$ cat src/hdl/ghdb_pkg.sv
// ----------------------------------------------------------------------------
// ghdb_pkg
// Shared constants, types and helpers for the haversine distance band block.
// ----------------------------------------------------------------------------
package ghdb_pkg;

  localparam int unsigned CordicIterations = 24;
  localparam int unsigned NumIter = (CordicIterations > 32) ? 32 : CordicIterations;
  localparam int unsigned DivSteps = 66;

  localparam logic signed [33:0] OneQ30 = 34'sd1073741824;
  localparam logic signed [32:0] DegQuarter = 33'sd754974720;
  localparam logic signed [32:0] DegHalf = 33'sd1509949440;
  localparam logic signed [33:0] DegTurn = 34'sd3019898880;
  localparam logic [26:0] Deg2RadQ32 = 27'd74961321;
  localparam logic signed [33:0] CordicKQ30 = 34'sd652032875;
  localparam logic signed [29:0] LatLimit = 30'sd377487360;
  localparam logic signed [30:0] LonLimit = 31'sd754974720;
  localparam logic [22:0] RadiusMin = 23'd6356800;
  localparam logic [22:0] RadiusMax = 23'd6378100;
  localparam logic [22:0] RadiusReset = 23'd6371000;
  localparam logic [30:0] DistMax = 31'd2004000000;

  localparam logic [1:0] StatusNoFix = 2'd0;
  localparam logic [1:0] StatusNoTarget = 2'd1;
  localparam logic [1:0] StatusValid = 2'd2;
  localparam logic [2:0] BandFar = 3'd5;

  localparam logic [1:0] RegLat = 2'd0;
  localparam logic [1:0] RegLon = 2'd1;
  localparam logic [1:0] RegRad = 2'd2;
  localparam logic [1:0] RegEn = 2'd3;

  function automatic logic signed [33:0] atan_q30(input int unsigned i);
    logic signed [33:0] t [32];
    t = '{34'sd843314857, 34'sd497837829, 34'sd263043837, 34'sd133525159,
          34'sd67021687, 34'sd33543516, 34'sd16775851, 34'sd8388437,
          34'sd4194283, 34'sd2097149, 34'sd1048576, 34'sd524288, 34'sd262144,
          34'sd131072, 34'sd65536, 34'sd32768, 34'sd16384, 34'sd8192,
          34'sd4096, 34'sd2048, 34'sd1024, 34'sd512, 34'sd256, 34'sd128,
          34'sd64, 34'sd32, 34'sd16, 34'sd8, 34'sd4, 34'sd2, 34'sd1, 34'sd0};
    return t[i[4:0]];
  endfunction

  typedef struct packed {
    logic [1:0]  status;
    logic [22:0] radius;
  } side_t;

endpackage

$ cat src/hdl/ghdb_isqrt.sv
// ----------------------------------------------------------------------------
// ghdb_isqrt
// Pipelined floor square root of a 62-bit value, one result bit per stage.
// ----------------------------------------------------------------------------
module ghdb_isqrt (
  input  logic        clk_i,
  input  logic        en_i,
  input  logic [61:0] v_i,
  output logic [30:0] r_o
);
  import ghdb_pkg::*;

  localparam int unsigned Steps = 31;
  logic [62:0] v_q [Steps+1];
  logic [62:0] r_q [Steps+1];

  always_comb begin
    v_q[0] = 63'(v_i);
    r_q[0] = '0;
  end

  for (genvar i = 0; i < Steps; i++) begin : g_st
    localparam logic [62:0] B = 63'd1 << (2 * (Steps - 1 - i));
    always_ff @(posedge clk_i) begin
      if (en_i) begin
        if (v_q[i] >= r_q[i] + B) begin
          v_q[i+1] <= v_q[i] - (r_q[i] + B);
          r_q[i+1] <= (r_q[i] >> 1) + B;
        end else begin
          v_q[i+1] <= v_q[i];
          r_q[i+1] <= r_q[i] >> 1;
        end
      end
    end
  end

  assign r_o = r_q[Steps][30:0];
endmodule

$ cat config.mk
export PLATFORM = sky130hd
export DESIGN_NAME = ghdb_isqrt
export DESIGN_NICKNAME = d
export VERILOG_FILES = /design/src/hdl/ghdb_pkg.sv /design/src/hdl/ghdb_isqrt.sv
export SDC_FILE = /design/constraint.sdc
export NUM_CORES = 2
export LEC_CHECK = 0
export BUFFER_PORTS_ARGS = -buffer_cell sky130_fd_sc_hd__buf_2
export CAP_MARGIN = 10
export CORE_AREA = 2 2 578 580
export DETAILED_ROUTE_END_ITERATION = 7
export DIE_AREA = 0 0 580 582
export PLACE_DENSITY = 0.46
export SLEW_MARGIN = 5
export SYNTH_ARGS = -nofsm -noshare
export SYNTH_HDL_FRONTEND = slang
export SYNTH_SLANG_ARGS = --single-unit
$ cat constraint.sdc
create_clock -name clk_i -period 4.6 [get_ports clk_i]
set_input_delay 0.46 -clock clk_i [delete_from_list [all_inputs] [get_ports clk_i]]
set_output_delay 0.46 -clock clk_i [all_outputs]
set_load 0.02 [all_outputs]
==> impl_metrics.csv <==
group,metric,value,unit
power,power.ir.vdd_worst,297,µV
drt,detail_route.first_pass.iterations,6,
clock_tree,clk_root_buffer_cell,"clkbuf_16",
synth,synth.cells.most_frequent,"edfxtp_1 (2,386), inv_1 (643), nor2_1 (640)",
floorplan,start_util,34.8,%
worst_setup_path,crit-reg2reg-launch,"v_q[146]",
finish,layout.nets,10200,
global_route,grt_usage,17.3,%
worst_setup_path,arrival_time_at_the_worst_endpoint,4.87,ns
sta,timing.final.crit_period,4.24,ns
clock_tree,clockBufferDepth,4,
synth,compound_cell_area_share_of_the_yosys_netlist,9.41,%
sta,timing_hold_violations_final,0,
sta,timing.setup.tns,0,ns
global_route,grt_pass1_wl,455000,µm
drt,remaining_routing_drc_violations,0,
synth,synth.net_count,9836,
synth,ys_ff_latch,2386,
global_route,first_global_vias,73600,
run_status,outcome,"complete, no violations",
sta,final.period_utilization,92.2,%
finish,post-route-cell-area,0.132,mm²
synth,synth_enable_flop_cells,2386,
floorplan,die_y,582,µm
floorplan,rows,212,
worst_setup_path,worst_ep_required_time,5.23,ns
drt,detail_route.wirelength,300000,µm
power,power.density,499,mW/mm²
drt,wl_per_cell,21.1,µm
synth,synth_top_family_by_area,"simple AND/OR/NAND/NOR gates",
power,leakage,48.9,nW
worst_setup_path,crit_path_capture_type,"register",
placed_design,placement.io_buffers,94,
worst_setup_path,critPathLaunchType,"register",
job,timing.max_cap.violations,0,
finish,final_core_util,39.8,%
synth,synth-warning-count,0,
sta,setup_viol,0,
drt,number_of_antenna_violating_nets_in_the_routed_design,0,
synth,synth_xor_area_share,6.57,%
floorplan,design.die.area,0.338,mm²
synth,synth_cell_types,100,
synth,synth_adder_area_share,5.69,%
global_route,globalRouteOverflowTotal,0,
synth,synth_async_sr_flop_share,0,%
synth,ys_top_cells_by_area,"edfxtp_1 (62%), ha_1 (5.7%), xnor2_1 (3.6%)",
placed_design,gp_congestion,0.905,
global_route,grt_antenna_before_repair,9,
placed_design,place_area,0.122,mm²
synth,seq_area_frac_synth,62.1,%
worst_hold_path,hold_path_startpoint,"en_i",
synth,netlist.area_leader.share,62.1,%
synth,multiplexer_share_of_the_synthesized_area,0.748,%
drt,route.detailed.vias_per_inst,5.16,
sta,final.setup_skew,0.0701,ns
sta,worst_slack_setup_final,0.361,ns
clock_tree,htreeDepth,5,
synth,synth_cells,9247,
finish,layout-area-overhead-vs-synth,14.3,%
global_route,grt_start_max_net_pins,203,
floorplan,floorplan.io_pins,95,
clock_tree,cts_tree,"done",
clock_tree,tritoncts_num_sinks,2386,
synth,ys_dominant_reg_cell,"edfxtp_1",
synth,syn_area,0.115,mm²
drt,dr_total_vias,73500,
clock_tree,clock_latency,0.89,ns
synth,synthSimpleGateAreaFrac,12.6,%
clock_tree,clk_pin_slew,0.06,ns
worst_hold_path,hold_path.class,"in -> reg",
placed_design,pre_cts_worst_setup_slack,0.0148,ns
sta,slew_viol_final,0,
sta,grt_setup_unrepaired,"false",
worst_setup_path,crit_startpoint,"v_q[146]",
placed_design,dpl.hpwl,226000,µm
synth,yosysTopAreaCell,"edfxtp_1",
drt,initialDrtViolationCount,5300,
worst_setup_path,worst-path-max-fanout,8,
worst_setup_path,timing_worst_setup_path_type,"reg -> reg",
sta,slew_headroom,11.3,%
finish,drive_gt1_share,8.65,%
floorplan,fp.coreArea,0.332,mm²
sta,timing.fmax,236,MHz
synth,post-synth-top-count-cell,"edfxtp_1",
floorplan,fp.dieW,580,µm
power,total_power,65.9,mW
sta,worst_slew_pin_slew,1.32,ns
clock_tree,tritoncts.num_buffers,278,
synth,synth_area_per_cell,12.5,µm²
[per-layer routing]
layer	vias to the layer above	global-route usage (%)	share of wire, %
met4	0	3.66	1.9
met1	36300	23.3	45
met2	1441	29.6	49
li1	35500	-	-
met3	374	2.51	4.3
met5	-	0	0
[power by group]
part	internal (mW)	total [mW]	switching [mW]
combinational	5.45	13.4	7.93
sequential	27.5	29.9	2.39
clock	13.5	22.6	9.08
[cells by family (layout without fill, tap and decap cells)]
family          Yosys count  in the layout
simple gates           2790           2790
flops                  2386           2386
compound gates         1741           1741
xor+xnor                866            866
buf+inv                 861           1465
fa+ha+maj               525            525
mux                      78             78
other cells               0              1
[cell usage in the layout, fill, tap and decap left out, types with 34 or more instances in the layout]
| cell type | Yosys | layout |
|---|---|---|
| xor2_1 | 388 | 388 |
| a31oi_1 | 52 | 52 |
| a211oi_1 | 49 | 49 |
| o21a_1 | 96 | 96 |
| nand2_1 | 587 | 587 |
| nor3_1 | 249 | 248 |
| o21bai_1 | 51 | 51 |
| clkbuf_1 | 144 | 34 |
| o21ai_0 | 404 | 404 |
| nor2b_1 | 61 | 61 |
| or3_1 | 96 | 96 |
| clkinv_1 | 1 | 50 |
| nor2_1 | 640 | 640 |
| ha_1 | 525 | 525 |
| bufinv_16 | 0 | 38 |
| nand4_1 | 161 | 161 |
| nand2b_1 | 118 | 118 |
| buf_4 | 33 | 144 |
| or2_2 | 37 | 37 |
| mux2_2 | 66 | 66 |
| nand3_1 | 155 | 155 |
| clkbuf_16 | 0 | 285 |
| and3_1 | 41 | 41 |
| nand3b_1 | 42 | 42 |
| a21o_1 | 201 | 201 |
| dlygate4sd3_1 | 0 | 62 |
| edfxtp_1 | 2386 | 2386 |
| buf_2 | 24 | 93 |
| nor4_1 | 346 | 341 |
| clkinv_2 | 0 | 53 |
| or4_1 | 73 | 73 |
| a21oi_1 | 599 | 598 |
| inv_1 | 643 | 642 |
| xnor2_1 | 478 | 478 |
[worst max-delay path: stages (launching register included)]
cell	delay (ns)
edfxtp_1	0.43
ha_1	0.46
and2_1	0.19
nand3_1	0.11
nor4_1	0.98
nand4_1	0.29
o21ai_2	0.26
nor2_1	0.16
or4_1	0.72
o21ai_0	0.25
o21ai_0	0.11
[sequential cells by signal (all words and copies together), names as in the netlist]
name	flops
r_o	31
r_q	465
v_q	1890
[per-stage QoR]
stage          cells  hold slack [ns]
3_5_place_dp   13700            0.429
2_1_floorplan   9247            0.417
6_report       14200            0.200
5_1_grt        14200           0.0988
3_3_place_gp   13700            0.426
4_1_cts        14200           0.0725
[path summary, 6_finish.rpt]
path                     to  slack, ns  depth (start not counted)
hold / removal    v_q[1405]       0.20                          1
setup / recovery   v_q[103]       0.36                         10
setup reg to reg   v_q[103]       0.36                         10
hold reg to reg    v_q[637]       0.42                          0
[repair_timing]
action | CTS | global route
endpoints found under the setup margin | 0 | 8
buffers inserted | 0 | 0
hold buffers | 62 | 0
endpoints found under the hold margin | 62 | 0
gates resized for setup | 0 | 2
[area by class of cell]
type | instances | area [µm²]
Fill cell | 31200 | 200000
Antenna cell | 1 | 2.50
Clock buffer | 319 | 7260
Tap cell | 4387 | 5490
Timing Repair Buffer | 322 | 2600
Clock inverter | 176 | 2020
Multi-Input combinational cell | 6000 | 40500
Inverter | 648 | 2430
Sequential cell | 2386 | 71600
Note: power is estimated with default switching activity, not from simulation.
